### config.mk
export PLATFORM = sky130hd
export DESIGN_NAME = gzip_stored_block_unwrapper_flat
export DESIGN_NICKNAME = d
export VERILOG_FILES = /design/src/hw/rtl/gsbu_pkg.sv /design/src/hw/rtl/gsbu_if.sv /design/src/hw/rtl/gsbu_crc.sv /design/src/hw/rtl/gsbu_parse.sv /design/src/hw/rtl/gzip_stored_block_unwrapper.sv /design/src/flat_wrapper.sv
export SDC_FILE = /design/constraint.sdc
export NUM_CORES = 1
export LEC_CHECK = 0
export BUFFER_PORTS_ARGS = -buffer_cell sky130_fd_sc_hd__clkbuf_2
export CAP_MARGIN = 20
export CORE_ASPECT_RATIO = 1.1
export CORE_MARGIN = 5
export CORE_UTILIZATION = 25
export CTS_CLUSTER_DIAMETER = 30
export DETAILED_ROUTE_END_ITERATION = 8
export PLACE_DENSITY = 0.44
export SYNTH_ARGS = -nofsm -noshare
export SYNTH_HDL_FRONTEND = slang
export SYNTH_SLANG_ARGS = --single-unit
### constraint.sdc
create_clock -name clk_i -period 3.62 [get_ports clk_i]
set_input_delay 0.362 -clock clk_i [delete_from_list [all_inputs] [get_ports clk_i]]
set_output_delay 0.362 -clock clk_i [all_outputs]
set_load 0.02 [all_outputs]
### src/hw/rtl/gsbu_pkg.sv
`timescale 1ns / 1ps

package gsbu_pkg;

  // Field widths
  localparam int unsigned ByteW   = 8;
  localparam int unsigned StatusW = 3;
  localparam int unsigned PhaseW  = 4;
  localparam int unsigned CountW  = 4;

  // Parse phases
  localparam logic [PhaseW-1:0] PH_HDR     = 4'd0;
  localparam logic [PhaseW-1:0] PH_XLEN    = 4'd1;
  localparam logic [PhaseW-1:0] PH_XDATA   = 4'd2;
  localparam logic [PhaseW-1:0] PH_NAME    = 4'd3;
  localparam logic [PhaseW-1:0] PH_COMMENT = 4'd4;
  localparam logic [PhaseW-1:0] PH_HCRC    = 4'd5;
  localparam logic [PhaseW-1:0] PH_BLKHDR  = 4'd6;
  localparam logic [PhaseW-1:0] PH_LENS    = 4'd7;
  localparam logic [PhaseW-1:0] PH_PAYLOAD = 4'd8;
  localparam logic [PhaseW-1:0] PH_TRAILER = 4'd9;
  localparam logic [PhaseW-1:0] PH_DONE    = 4'd10;

  // Status codes
  localparam logic [StatusW-1:0] ST_BUSY     = 3'd0;
  localparam logic [StatusW-1:0] ST_OK       = 3'd1;
  localparam logic [StatusW-1:0] ST_BADHDR   = 3'd2;
  localparam logic [StatusW-1:0] ST_BADTYPE  = 3'd3;
  localparam logic [StatusW-1:0] ST_BADLEN   = 3'd4;
  localparam logic [StatusW-1:0] ST_BADCHECK = 3'd5;
  localparam logic [StatusW-1:0] ST_TRUNC    = 3'd6;

  // Header constants
  localparam logic [ByteW-1:0] MAGIC0     = 8'h1f;
  localparam logic [ByteW-1:0] MAGIC1     = 8'h8b;
  localparam logic [ByteW-1:0] METHOD_DEF = 8'h08;
  localparam int unsigned      FlgHcrc    = 1;
  localparam int unsigned      FlgExtra   = 2;
  localparam int unsigned      FlgName    = 3;
  localparam int unsigned      FlgComment = 4;

  // Optional header sections, in stream order
  localparam logic [2:0] SEC_EXTRA   = 3'd0;
  localparam logic [2:0] SEC_NAME    = 3'd1;
  localparam logic [2:0] SEC_COMMENT = 3'd2;
  localparam logic [2:0] SEC_HCRC    = 3'd3;
  localparam logic [2:0] SEC_NONE    = 3'd4;

  localparam logic [31:0] CRC_POLY = 32'hedb88320;

  typedef struct packed {
    logic [ByteW-1:0]   payload_byte;
    logic               payload_valid;
    logic [StatusW-1:0] status;
  } gsbu_result_t;

  // First announced section at or after sec, else the first block header
  function automatic logic [PhaseW-1:0] next_section(input logic [2:0] sec,
                                                      input logic [7:0] flags);
    logic [PhaseW-1:0] ph;
    ph = PH_BLKHDR;
    if (sec <= SEC_HCRC && flags[FlgHcrc]) ph = PH_HCRC;
    if (sec <= SEC_COMMENT && flags[FlgComment]) ph = PH_COMMENT;
    if (sec <= SEC_NAME && flags[FlgName]) ph = PH_NAME;
    if (sec == SEC_EXTRA && flags[FlgExtra]) ph = PH_XLEN;
    return ph;
  endfunction

endpackage

### src/hw/rtl/gsbu_if.sv
`timescale 1ns / 1ps

interface gsbu_in_if import gsbu_pkg::*; ();
  logic             valid;
  logic             ready;
  logic [ByteW-1:0] data_byte;
  logic             is_final_input;

  modport source(output valid, output data_byte, output is_final_input, input ready);
  modport sink(input valid, input data_byte, input is_final_input, output ready);
endinterface

interface gsbu_out_if import gsbu_pkg::*; ();
  logic               valid;
  logic               ready;
  logic [ByteW-1:0]   payload_byte;
  logic               payload_valid;
  logic [StatusW-1:0] status;

  modport source(output valid, output payload_byte, output payload_valid, output status,
                 input ready);
  modport sink(input valid, input payload_byte, input payload_valid, input status,
               output ready);
endinterface

### src/hw/rtl/gsbu_crc.sv
`timescale 1ns / 1ps

module gsbu_crc import gsbu_pkg::*; (
  input  logic [31:0]      crc_i,
  input  logic [ByteW-1:0] byte_i,
  output logic [31:0]      crc_o
);

  // Reflected CRC-32, one byte per call: eight bit steps
  always_comb begin
    logic [31:0] c;
    c = crc_i ^ {24'd0, byte_i};
    for (int k = 0; k < 8; k++) begin
      c = c[0] ? ((c >> 1) ^ CRC_POLY) : (c >> 1);
    end
    crc_o = c;
  end

endmodule

### src/hw/rtl/gsbu_parse.sv
`timescale 1ns / 1ps

module gsbu_parse import gsbu_pkg::*; (
  input  logic             clk_i,
  input  logic             rst_ni,
  input  logic             advance_i,
  input  logic [ByteW-1:0] data_byte_i,
  input  logic             is_final_input_i,
  output gsbu_result_t     result_o
);

  logic [PhaseW-1:0]  phase_q, phase_d;
  logic [7:0]         flags_q, flags_d;
  logic [CountW-1:0]  cnt_q, cnt_d;
  logic [15:0]        rem_q, rem_d;
  logic [31:0]        hold_q, hold_d;
  logic               final_q, final_d;
  logic [31:0]        crc_q, crc_d;
  logic [31:0]        size_q, size_d;
  logic [63:0]        trail_q, trail_d;
  logic [StatusW-1:0] status_q, status_d;
  logic [31:0]        crc_next;
  logic [31:0]        lens_full;
  logic [63:0]        trail_full;
  logic [15:0]        xlen;
  logic               pvalid;

  gsbu_crc u_crc (
    .crc_i  (crc_q),
    .byte_i (data_byte_i),
    .crc_o  (crc_next)
  );

  // Little-endian fields shift in from the top
  assign xlen       = {data_byte_i, hold_q[31:24]};
  assign lens_full  = {data_byte_i, hold_q[31:8]};
  assign trail_full = {data_byte_i, trail_q[63:8]};

  always_comb begin
    phase_d  = phase_q;
    flags_d  = flags_q;
    cnt_d    = cnt_q;
    rem_d    = rem_q;
    hold_d   = hold_q;
    final_d  = final_q;
    crc_d    = crc_q;
    size_d   = size_q;
    trail_d  = trail_q;
    status_d = status_q;
    pvalid   = 1'b0;
    if (status_q == ST_BUSY) begin
      case (phase_q)
        PH_HDR: begin
          if ((cnt_q == 4'd0 && data_byte_i != MAGIC0) ||
              (cnt_q == 4'd1 && data_byte_i != MAGIC1) ||
              (cnt_q == 4'd2 && data_byte_i != METHOD_DEF)) begin
            status_d = ST_BADHDR;
          end else begin
            if (cnt_q == 4'd3) flags_d = data_byte_i;
            cnt_d = cnt_q + 4'd1;
            if (cnt_q == 4'd9) begin
              cnt_d   = '0;
              phase_d = next_section(SEC_EXTRA, flags_q);
            end
          end
        end
        PH_XLEN: begin
          hold_d = lens_full;
          cnt_d  = cnt_q + 4'd1;
          if (cnt_q == 4'd1) begin
            rem_d = xlen;
            cnt_d = '0;
            phase_d = (xlen == 16'd0) ? next_section(SEC_NAME, flags_q) : PH_XDATA;
          end
        end
        PH_XDATA: begin
          rem_d = rem_q - 16'd1;
          if (rem_q == 16'd1) begin
            cnt_d   = '0;
            phase_d = next_section(SEC_NAME, flags_q);
          end
        end
        PH_NAME: begin
          if (data_byte_i == '0) begin
            cnt_d   = '0;
            phase_d = next_section(SEC_COMMENT, flags_q);
          end
        end
        PH_COMMENT: begin
          if (data_byte_i == '0) begin
            cnt_d   = '0;
            phase_d = next_section(SEC_HCRC, flags_q);
          end
        end
        PH_HCRC: begin
          cnt_d = cnt_q + 4'd1;
          if (cnt_q == 4'd1) begin
            cnt_d   = '0;
            phase_d = next_section(SEC_NONE, flags_q);
          end
        end
        PH_BLKHDR: begin
          if (data_byte_i[2:1] != 2'b00) begin
            status_d = ST_BADTYPE;
          end else begin
            final_d = data_byte_i[0];
            cnt_d   = '0;
            phase_d = PH_LENS;
          end
        end
        PH_LENS: begin
          hold_d = lens_full;
          cnt_d  = cnt_q + 4'd1;
          if (cnt_q == 4'd3) begin
            if ((lens_full[15:0] ^ lens_full[31:16]) != 16'hffff) begin
              status_d = ST_BADLEN;
            end else begin
              rem_d = lens_full[15:0];
              cnt_d = '0;
              if (lens_full[15:0] == 16'd0) begin
                phase_d = final_q ? PH_TRAILER : PH_BLKHDR;
              end else begin
                phase_d = PH_PAYLOAD;
              end
            end
          end
        end
        PH_PAYLOAD: begin
          pvalid = 1'b1;
          crc_d  = crc_next;
          size_d = size_q + 32'd1;
          rem_d  = rem_q - 16'd1;
          if (rem_q == 16'd1) begin
            cnt_d   = '0;
            phase_d = final_q ? PH_TRAILER : PH_BLKHDR;
          end
        end
        PH_TRAILER: begin
          trail_d = trail_full;
          cnt_d   = cnt_q + 4'd1;
          if (cnt_q == 4'd7) begin
            status_d = (trail_full[31:0] == ~crc_q && trail_full[63:32] == size_q) ?
                       ST_OK : ST_BADCHECK;
            phase_d  = PH_DONE;
          end
        end
        default: begin
        end
      endcase
      if (status_d == ST_BUSY && is_final_input_i) status_d = ST_TRUNC;
    end
  end

  assign result_o.payload_byte  = pvalid ? data_byte_i : '0;
  assign result_o.payload_valid = pvalid;
  assign result_o.status        = status_d;

  always_ff @(posedge clk_i or negedge rst_ni) begin
    if (!rst_ni) begin
      phase_q  <= PH_HDR;
      flags_q  <= '0;
      cnt_q    <= '0;
      rem_q    <= '0;
      hold_q   <= '0;
      final_q  <= 1'b0;
      crc_q    <= '1;
      size_q   <= '0;
      trail_q  <= '0;
      status_q <= ST_BUSY;
    end else if (advance_i) begin
      phase_q  <= phase_d;
      flags_q  <= flags_d;
      cnt_q    <= cnt_d;
      rem_q    <= rem_d;
      hold_q   <= hold_d;
      final_q  <= final_d;
      crc_q    <= crc_d;
      size_q   <= size_d;
      trail_q  <= trail_d;
      status_q <= status_d;
    end
  end

  // A settled status never moves again
  assert property (@(posedge clk_i) disable iff (!rst_ni)
    status_q != ST_BUSY |=> $stable(status_q))
    else $error("sticky status changed");

  // Once settled, no more payload leaves
  assert property (@(posedge clk_i) disable iff (!rst_ni)
    status_q != ST_BUSY |-> !result_o.payload_valid)
    else $error("payload after final status");

endmodule

### src/hw/rtl/gzip_stored_block_unwrapper.sv
`timescale 1ns / 1ps

// Unwraps a gzip stream made of stored (uncompressed) deflate blocks.
// Input channel in_i: one raw stream byte per transfer, with is_final_input
// set on the last byte that will ever arrive. Output channel out_o: exactly
// one result per input byte, carrying the payload byte (zero when
// payload_valid is low) and the running status: 0 busy, 1 done ok, 2 bad
// header, 3 unsupported block type, 4 bad LEN/NLEN, 5 CRC or size mismatch,
// 6 truncated. Any nonzero status is sticky; later bytes are consumed and
// answered with the same status and no payload.
// The result for a byte sits in the output register in the cycle after its
// transfer. Throughput: one byte per cycle while the receiver keeps up, set
// by the single parse and CRC step between the input handshake and the
// output register. The output register lets a new byte in whenever it is
// empty or being drained in the same cycle; when the receiver stalls with
// the register full, in_i.ready drops and the held result stays put.
// Reset clears the parser to the first header byte, the CRC to all ones,
// the size to zero and the status to busy, and empties the output register.
module gzip_stored_block_unwrapper import gsbu_pkg::*; (
  input  logic        clk_i,
  input  logic        rst_ni,
  gsbu_in_if.sink     in_i,
  gsbu_out_if.source  out_o
);

  logic         accept;
  logic         out_valid_q;
  gsbu_result_t result;
  gsbu_result_t result_q;

  // Take a byte whenever the output register is free or drains this cycle
  assign in_i.ready = !out_valid_q || out_o.ready;
  assign accept     = in_i.valid && in_i.ready;

  gsbu_parse u_parse (
    .clk_i            (clk_i),
    .rst_ni           (rst_ni),
    .advance_i        (accept),
    .data_byte_i      (in_i.data_byte),
    .is_final_input_i (in_i.is_final_input),
    .result_o         (result)
  );

  always_ff @(posedge clk_i or negedge rst_ni) begin
    if (!rst_ni) begin
      out_valid_q <= 1'b0;
    end else if (accept) begin
      out_valid_q <= 1'b1;
    end else if (out_o.ready) begin
      out_valid_q <= 1'b0;
    end
  end

  // Payload register: load on every input transfer, hold otherwise
  always_ff @(posedge clk_i) begin
    if (accept) begin
      result_q <= result;
    end
  end

  assign out_o.valid         = out_valid_q;
  assign out_o.payload_byte  = result_q.payload_byte;
  assign out_o.payload_valid = result_q.payload_valid;
  assign out_o.status        = result_q.status;

  // An empty output register never blocks the input
  assert property (@(posedge clk_i) disable iff (!rst_ni)
    !out_valid_q |-> in_i.ready)
    else $error("input stalled with empty output register");

  // A transfer always leaves a result behind
  assert property (@(posedge clk_i) disable iff (!rst_ni)
    accept |=> out_valid_q)
    else $error("result lost after input transfer");

  // Payload only appears while parsing or at a truncating byte
  assert property (@(posedge clk_i) disable iff (!rst_ni)
    out_valid_q && result_q.payload_valid |->
      (result_q.status == ST_BUSY || result_q.status == ST_TRUNC))
    else $error("payload with final status");

endmodule
### src/flat_wrapper.sv
// flat-port wrapper written by rule: the top's interface ports become plain ports
module gzip_stored_block_unwrapper_flat import gsbu_pkg::*;
  (clk_i, rst_ni, in_i_valid, in_i_data_byte, in_i_is_final_input, in_i_ready, out_o_valid, out_o_payload_byte, out_o_payload_valid, out_o_status, out_o_ready);
  gsbu_in_if in_i_i ();
  gsbu_out_if out_o_i ();
  input  logic clk_i;
  input  logic rst_ni;
  input wire logic [$bits(in_i_i.valid)-1:0] in_i_valid;
  input wire logic [$bits(in_i_i.data_byte)-1:0] in_i_data_byte;
  input wire logic [$bits(in_i_i.is_final_input)-1:0] in_i_is_final_input;
  output wire logic [$bits(in_i_i.ready)-1:0] in_i_ready;
  output wire logic [$bits(out_o_i.valid)-1:0] out_o_valid;
  output wire logic [$bits(out_o_i.payload_byte)-1:0] out_o_payload_byte;
  output wire logic [$bits(out_o_i.payload_valid)-1:0] out_o_payload_valid;
  output wire logic [$bits(out_o_i.status)-1:0] out_o_status;
  input wire logic [$bits(out_o_i.ready)-1:0] out_o_ready;
  assign in_i_i.valid = in_i_valid;
  assign in_i_i.data_byte = in_i_data_byte;
  assign in_i_i.is_final_input = in_i_is_final_input;
  assign in_i_ready = in_i_i.ready;
  assign out_o_valid = out_o_i.valid;
  assign out_o_payload_byte = out_o_i.payload_byte;
  assign out_o_payload_valid = out_o_i.payload_valid;
  assign out_o_status = out_o_i.status;
  assign out_o_i.ready = out_o_ready;
  gzip_stored_block_unwrapper u_core (.clk_i(clk_i), .rst_ni(rst_ni), .in_i(in_i_i), .out_o(out_o_i));
endmodule
Yosys cells after proc, flatten, opt, wreduce, memory -nomap -nowiden
Cells that the tools add are included. Widths: inputs -> output; s select.

Bits in registers: 206. Output and inout bits: 14. Logic and storage cells: 154.

Multiplexer cells: 55. Reductions and logical operators: 34. Bitwise logic cells: 13. Add/sub/neg operators: 3. Equal/unequal tests: 35.

Operator list (number): $mux 32 (8); $not 13->14 (8); $mux 4 (23); $eq 32x32->1 (2); $mux 16 (3); $pmux 16 s3 (1); $pmux 4 s10 (1); $mux 3 (11); $add 32x1->32 const B (1); $logic_not 16->1 (2); $not 32->32 (1); $xor 32x8->32 (1); $pmux 4 s7 (1); $ne 2x2->1 const B (12); $eq 4x3->1 const B (5); $eq 16x1->1 const B (1); $eq 4x2->1 const B (4); $ne 16x16->1 const B (1); $sub 16x1->16 const B (1); $xor 16x16->16 (1); $reduce_and 15->1 (1); $eq 4x4->1 const B (3); $pmux 3 s4 (1); $reduce_bool 10->1 (1); other kinds (24) (46).

Logic depth before layout (Yosys ltp)
Gate-level depths: netlist of the first run.

Word-level depth: 17. Depth in mapped cells: 10. Gate-level depth less buffers: 9.

Modules after synthesis
A second synthesis of the first run with hierarchy kept.

Cells, all modules: 913. Area, all modules: 10342.4 µm².

By module, submodules not included: gsbu_parse (area each 9211.3 µm², times used 1, cells each 826); gsbu_crc (area each 716.9 µm², times used 1, cells each 71); gzip_stored_block_unwrapper (area each 414.1 µm², times used 1, cells each 16).

Worst setup path after synthesis of the first run
No wires, ideal clock.

Path type: register -> register. From: reg u_core.u_parse.rem_q[8]. To: reg u_core.u_parse.phase_q[2]. Path buffers: 1. Path slack: 0.975 ns. Setup time: 0.125 ns. Stages on the path, launching flop included: 9. Data arrival time: 2.520 ns. Clock period less this slack: 2.645 ns. Data required time: 3.495 ns. Cell sequence: dfrtp_1 -> or4_4 -> or4_4 -> nor3_4 -> a41oi_2 -> nor3_4 -> and4_1 -> buf_6 -> mux2_4.

Word-level cells in the longest chain between the ends: 3. Elaborated cells on any way between the ends: 4.

Ends and longest elaborated chain: start: declaration (RTL line gsbu_parse.sv:15) `logic [15:0] rem_q, rem_d;`; start signal: assignment (RTL line gsbu_parse.sv:174) `rem_q <= rem_d;`; $eq 16x1->1 (*) (RTL line gsbu_parse.sv:78, gsbu_parse.sv:133); $ne 2x2->1 (no source line); $reduce_and 15->1 (no source line) (*); end signal: assignment (RTL line gsbu_parse.sv:171) `phase_q <= phase_d;`; end: declaration (RTL line gsbu_parse.sv:12) `logic [PhaseW-1:0] phase_q, phase_d;`.

Every way passes the cells marked *; elsewhere a longest branch is shown, timed or not. A chain may end at the register's enable or synchronous reset.

Worst setup path after layout of the first run
Ends and elaborated chain as after synthesis.

==> results of run 1 <==
[cell usage after synthesis, types with 7 or more instances]
library cell	n
dfrtp_1	145
xnor2_1	121
nand2_1	86
mux2_2	85
o21ai_0	68
xor2_1	60
nor2_1	40
clkbuf_1	36
nor4_1	36
a21oi_1	32
dfstp_2	32
and3_1	20
nand4_1	18
inv_1	14
nand3_1	13
edfxtp_1	12
nor3_1	11
nand2b_1	8
a221oi_1	7
a222oi_1	7
ha_1	7
[flip-flops by register name, summed over array words and instances, names as in the netlist]
signal and cells:
u_core.u_parse.size_q 32, u_core.u_parse.crc_q 32, u_core.u_parse.hold_q 24, u_core.out_o.valid 1
u_core.out_o.payload_byte 8, u_core.out_o.status 3, u_core.u_parse.status_q 3, u_core.u_parse.trail_q 56
u_core.out_o.payload_valid 1, u_core.u_parse.phase_q 4, u_core.u_parse.cnt_q 4, u_core.u_parse.flags_q 4
u_core.u_parse.rem_q 16, u_core.u_parse.final_q 1
[kinds of logic after synthesis]
group | synth area share (%)
and+or+nand+nor | 13.9
DFF | 47.3
xor gates and xnor gates | 16.0
AOI/OAI and AO/OA | 8.95
muxes | 9.96
buffers and inverters | 3.05
adders and majority gates | 0.858
[placed cells by master (no fill, tap or decap), types with 4 or more instances in the layout]
cell type,Yosys,layout
clkbuf_2,0,25
clkbuf_16,0,17
buf_4,2,29
o21ai_0,68,68
xor2_1,60,60
nor2_1,40,40
dfstp_2,32,32
nor2b_1,6,6
ha_1,7,7
a222oi_1,7,7
xnor2_1,121,121
edfxtp_1,12,12
nand2_1,86,85
nand2b_1,8,8
dfrtp_1,145,145
and3_1,20,20
inv_1,14,14
o22ai_1,6,6
mux2_2,85,85
clkinv_4,0,6
nor3_1,11,11
nand3_1,13,13
a21o_1,4,4
nor4_1,36,36
a221oi_1,7,7
nand4_1,18,18
a21oi_1,32,32
[worst max-delay path by stage]
stage                                  from                        end  slack, ns  cells after the start
floorplan           u_core.u_parse.rem_q[8]  u_core.u_parse.phase_q[2]       0.97                      8
detailed placement        in_i_data_byte[5]  u_core.u_parse.phase_q[2]       0.65                      8
global placement          in_i_data_byte[6]  u_core.u_parse.phase_q[3]       0.73                      8
finish              u_core.u_parse.rem_q[8]  u_core.u_parse.phase_q[2]       0.68                      7
global route        u_core.u_parse.rem_q[8]  u_core.u_parse.phase_q[2]       0.55                      7
CTS                 u_core.u_parse.rem_q[8]  u_core.u_parse.phase_q[2]       0.69                      7
[routing by layer]
metal / track usage, % / part of all wire [%]
met3: 2.21 / 3.1
met5: 0 / 0
met4: 3.96 / 1.9
met2: 20.8 / 49
met1: 17.0 / 46
[final cells by class]
class	instances	area [µm²]	share of cell area, %
multi-input cells	698	5070	44.0
flip-flops and latches	189	4830	41.9
well taps	513	642	5.57
clock buffers	18	429	3.72
repair buffers	56	377	3.27
clock inverters	14	129	1.12
inverters	14	52.6	0.456
[power breakdown]
part,leakage [nW],internal [mW],switching [mW]
sequential,2.42,2.24,0.135
combinational,2.26,0.485,0.755
clock,0.270,0.906,0.931
total,4.96,3.63,1.82
==> reports/metrics.cfg, run 1 <==
[outcome]
status=finished clean

[timing]
min_period_over_period_pct=81.3
final-max-slew-violation-count=0
max_freq_ghz=0.340
setup_ws_ns=0.679
slew_headroom_pct=38.9
finClkSkew_ns=0.0120
finalHoldWorstSlack_ns=0.00518
timing.final.crit_period_ns=2.94
setup_viol=0
finalHoldViolCount=0
fin_setup_tns_ns=0
worst_slew_pin_slew_ns=0.917
rsz0062_at_grt=false

[die]
io_pins=27
coreArea_um2=40300
die_y_um=222
placementRows=77
chipWidth_um=203
start_util_pct=25.3
dieArea_um2=45000

[place]
gp_congestion=0.847
io_buffers=26
hpwl_um=20400
placedInstanceArea_um2=11000
placed_cells=1470
post-place-ws_ns=0.653

[clock_network]
cts.repair.resized=0
clk_latency_ns=0.45
cts.clk_slew.worst_paths_ns=0.08
cts_setup_buffers=0
cts-root-buf=clkbuf_16
tritoncts=done
holdBufCountCts=0
htree_num_levels=4
cts-buffers-inserted=17
cts.sinks=189
clock_path_buffers=2

[layout]
final_net_count=996
fin_cells=1502
n_fill_cell=4240
area_growth_pct=12.9
final_cell_area_um2=11500
drive_gt1_share_pct=22.8
fin_util_pct=28.6
diodes=0

[global_route]
grt_max_degree=111
grt_overflow=0
gr-usage-all-layers_pct=12.6
grt_first_pass_wirelength_um=44300
grt_pass1_vias=7229
antenna_found_initial=1

[synth]
synth.top_cell.area_share_pct=35.5
syn_area_um2=10200
ys_types=69
ys.flop_type=dfrtp_1
syn_area_per_cell_um2=10.7
ys_seq_area_share_pct=47.3
ys_ff_latch=189
synthCells=952
async_reset_ff_share_pct=93.7
yosys.area.top_type=dfrtp_1
synthTopCellsByArea=dfrtp_1, xnor2_1, mux2_2, dfstp_2, xor2_1
synth_edf_count=12
ys.warnings.count=0
synth_nets=972

[routing]
detail-route-antenna-nets=0
drt-total-wl_um=27900
vias=7113
vias_per_cell=4.74
drt_pass1_iterations=5
drt_iter0_markers=453
drc_errors=0
routedWlPerCell_um=18.6

[power_and_ir_drop]
p_leak_nw=4.96
power.density_nw_per_um2=473
power_mw=5.45
ir_drop_uv=275

[worst_setup_path]
cp_num_buf_inv=0
worst_setup_path_end_kind=flip-flop
rr_worst_depth=7
cp_max_fo=7
critical-path-slowest-cell=or4_4
r2r_start=u_core.u_parse.rem_q[8]
worstPathRequired_ns=3.95
cp.arrival_ns=3.27
crit_family=simple AND/OR/NAND/NOR gates
ff2ff_setup_slack_ns=0.68
startpoint_type=flip-flop
r2r-end=u_core.u_parse.phase_q[2]
critPathKind=flip-flop to flip-flop
crit_chain=or4_4 > or4_4 > nor3_4 > a41oi_2 > nor3_4 > and4_1 > mux2_4
cp_slowest_stage_delay_ns=0.53

[worst_hold_path]
worstHoldPathType=input pin to async pin

[run]
maxCapViolCount=0

(Power assumes the default switching activity.)
==> run 2, diff against run 1 <==
PLACE_DENSITY = 0.45   (was 0.44)
clock period = 2.6 ns   (was 3.62 ns; I/O delays follow)
==> reports/metrics.cfg, run 2 (synthesized netlist as in run 1, its figures left out) <==
[place]
placedInstanceArea_um2=11400
io_buffers=26
gp_congestion=0.843
placed_cells=1525
hpwl_um=20800
post-place-ws_ns=-0.118

[routing]
drt-total-wl_um=27900
drc_errors=0
vias=7282
detail-route-antenna-nets=0
drt_iter0_markers=482
vias_per_cell=4.66
drt_pass1_iterations=7
routedWlPerCell_um=17.9

[power_and_ir_drop]
p_leak_nw=5.31
comb_power_share_pct=26.6
switching_share_pct=33.0
power.switching_mw=2.63
ir_drop_uv=406
clockPowerShare_pct=32.6
intPower_mw=5.34
power.density_nw_per_um2=659
power_frac_seq_pct=40.8
power_mw=7.98

[timing]
setup_viol=0
finClkSkew_ns=0.0184
min_period_over_period_pct=98.7
finalHoldWorstSlack_ns=0.0656
fin_setup_tns_ns=0
worst_slew_pin_slew_ns=0.686
max_freq_ghz=0.390
timing.final.crit_period_ns=2.57
final-max-slew-violation-count=0
setup_ws_ns=0.0334
finalHoldViolCount=0
rsz0062_at_grt=true
slew_headroom_pct=54.3

[clock_network]
clk_latency_ns=0.44
htree_num_levels=4
clock_path_buffers=2
cts.sinks=189
cts-root-buf=clkbuf_16
tritoncts=done
cts.clk_slew.worst_paths_ns=0.08
cts-buffers-inserted=17

[worst_setup_path]
crit_chain=or4_4 > or4_4 > nor3_4 > a41oi_2 > nor3_4 > and4_4 > mux2_4
rr_worst_depth=7
startpoint_type=flip-flop
r2r_start=u_core.u_parse.rem_q[10]
r2r-end=u_core.u_parse.phase_q[2]
critical-path-slowest-cell=or4_4
critPathKind=flip-flop to flip-flop
worst_setup_path_end_kind=flip-flop
cp_slowest_stage_delay_ns=0.53
cp_max_fo=3
cp.arrival_ns=2.89
ff2ff_setup_slack_ns=0.03
worstPathRequired_ns=2.92

[outcome]
status=finished clean

[layout]
final_net_count=1057
n_fill_cell=4182
largest_reg_flops=56
fin_util_pct=30.0
largestRegisters=u_core.u_parse.trail_q x56, u_core.u_parse.crc_q x32, u_core.u_parse.size_q x32
diodes=0
final_common_cell=dfrtp_1
final_cell_area_um2=12100
area_growth_pct=18.5
mostFrequentLayoutCells=dfrtp_1, xnor2_1, buf_4
drive_gt1_share_pct=28.1
fin_cells=1563
regMostFlops=u_core.u_parse.trail_q

[worst_hold_path]
worstHoldPathType=input pin to flip-flop
hold_path_end=u_core.out_o.valid
hp-start=in_i_valid
whs_path_depth=2

[run]
maxCapViolCount=0

[global_route]
gr-usage-all-layers_pct=12.6
antenna_found_initial=0
grt_first_pass_wirelength_um=44400
grt_max_degree=80
grt_overflow=0
grt_pass1_vias=7400

[die]
dieArea_um2=45000
placementRows=77
start_util_pct=25.3
io_pins=27
chipWidth_um=203
coreArea_um2=40300
die_y_um=222

## run 2: worst max-delay path by stage
| stage | from | endpoint | slack [ns] |
|---|---|---|---|
| after floorplan | u_core.u_parse.rem_q[8] | u_core.u_parse.phase_q[2] | 0.007 |
| after detailed placement | u_core.u_parse.crc_q[31] | u_core.out_o.status[1] | -0.12 |
| after global placement | u_core.u_parse.crc_q[31] | u_core.out_o.status[1] | -0.21 |
| after global routing | u_core.u_parse.rem_q[10] | u_core.u_parse.phase_q[2] | -0.04 |
| after CTS | u_core.u_parse.rem_q[10] | u_core.u_parse.phase_q[2] | 0.004 |
| final | u_core.u_parse.rem_q[10] | u_core.u_parse.phase_q[2] | 0.03 |
## run 2: layout make-up
class	instances	area, µm²	area share (%)
tap	513	642	5.31
sequential	189	4830	39.9
timing repair buffer	117	875	7.23
clock buffer	17	425	3.52
multi-input combinational	698	5120	42.3
inverter	14	52.6	0.434
clock inverter	15	149	1.23
## run 2: timing repair
item	4_1_cts	5_1_grt
hold buffers	1	0
buffers inserted	0	5
pin swaps	0	7
endpoints found under the hold margin	48	0
endpoints found under the setup margin	6	18
resized for setup	4	7
## run 2: layer usage
layer  vias to the layer above  share of wire, %  track usage [%]
met5                         -                 0                0
met4                         0               1.3             3.09
met3                        22               2.4             2.06
met2                        95                49             21.2
met1                      3627                47             16.9
li1                       3538                 -                -
## run 2: power by group through the flow
stage	registers (mW)	clock network (mW)	logic [mW]
after global routing	3.27	2.80	2.34
after CTS	3.25	2.67	2.05
after global placement	3.30	0	2.06
after detailed placement	3.30	0	2.04
after floorplan	3.30	0	1.27
final	3.25	2.60	2.12
## run 2: critical path: cells and delay by family, from the launching register on
kind | cells | cell delay, ns
flops | 1 | 0.39
simple gates | 5 | 1.58
mux | 1 | 0.31
compound gates | 1 | 0.16
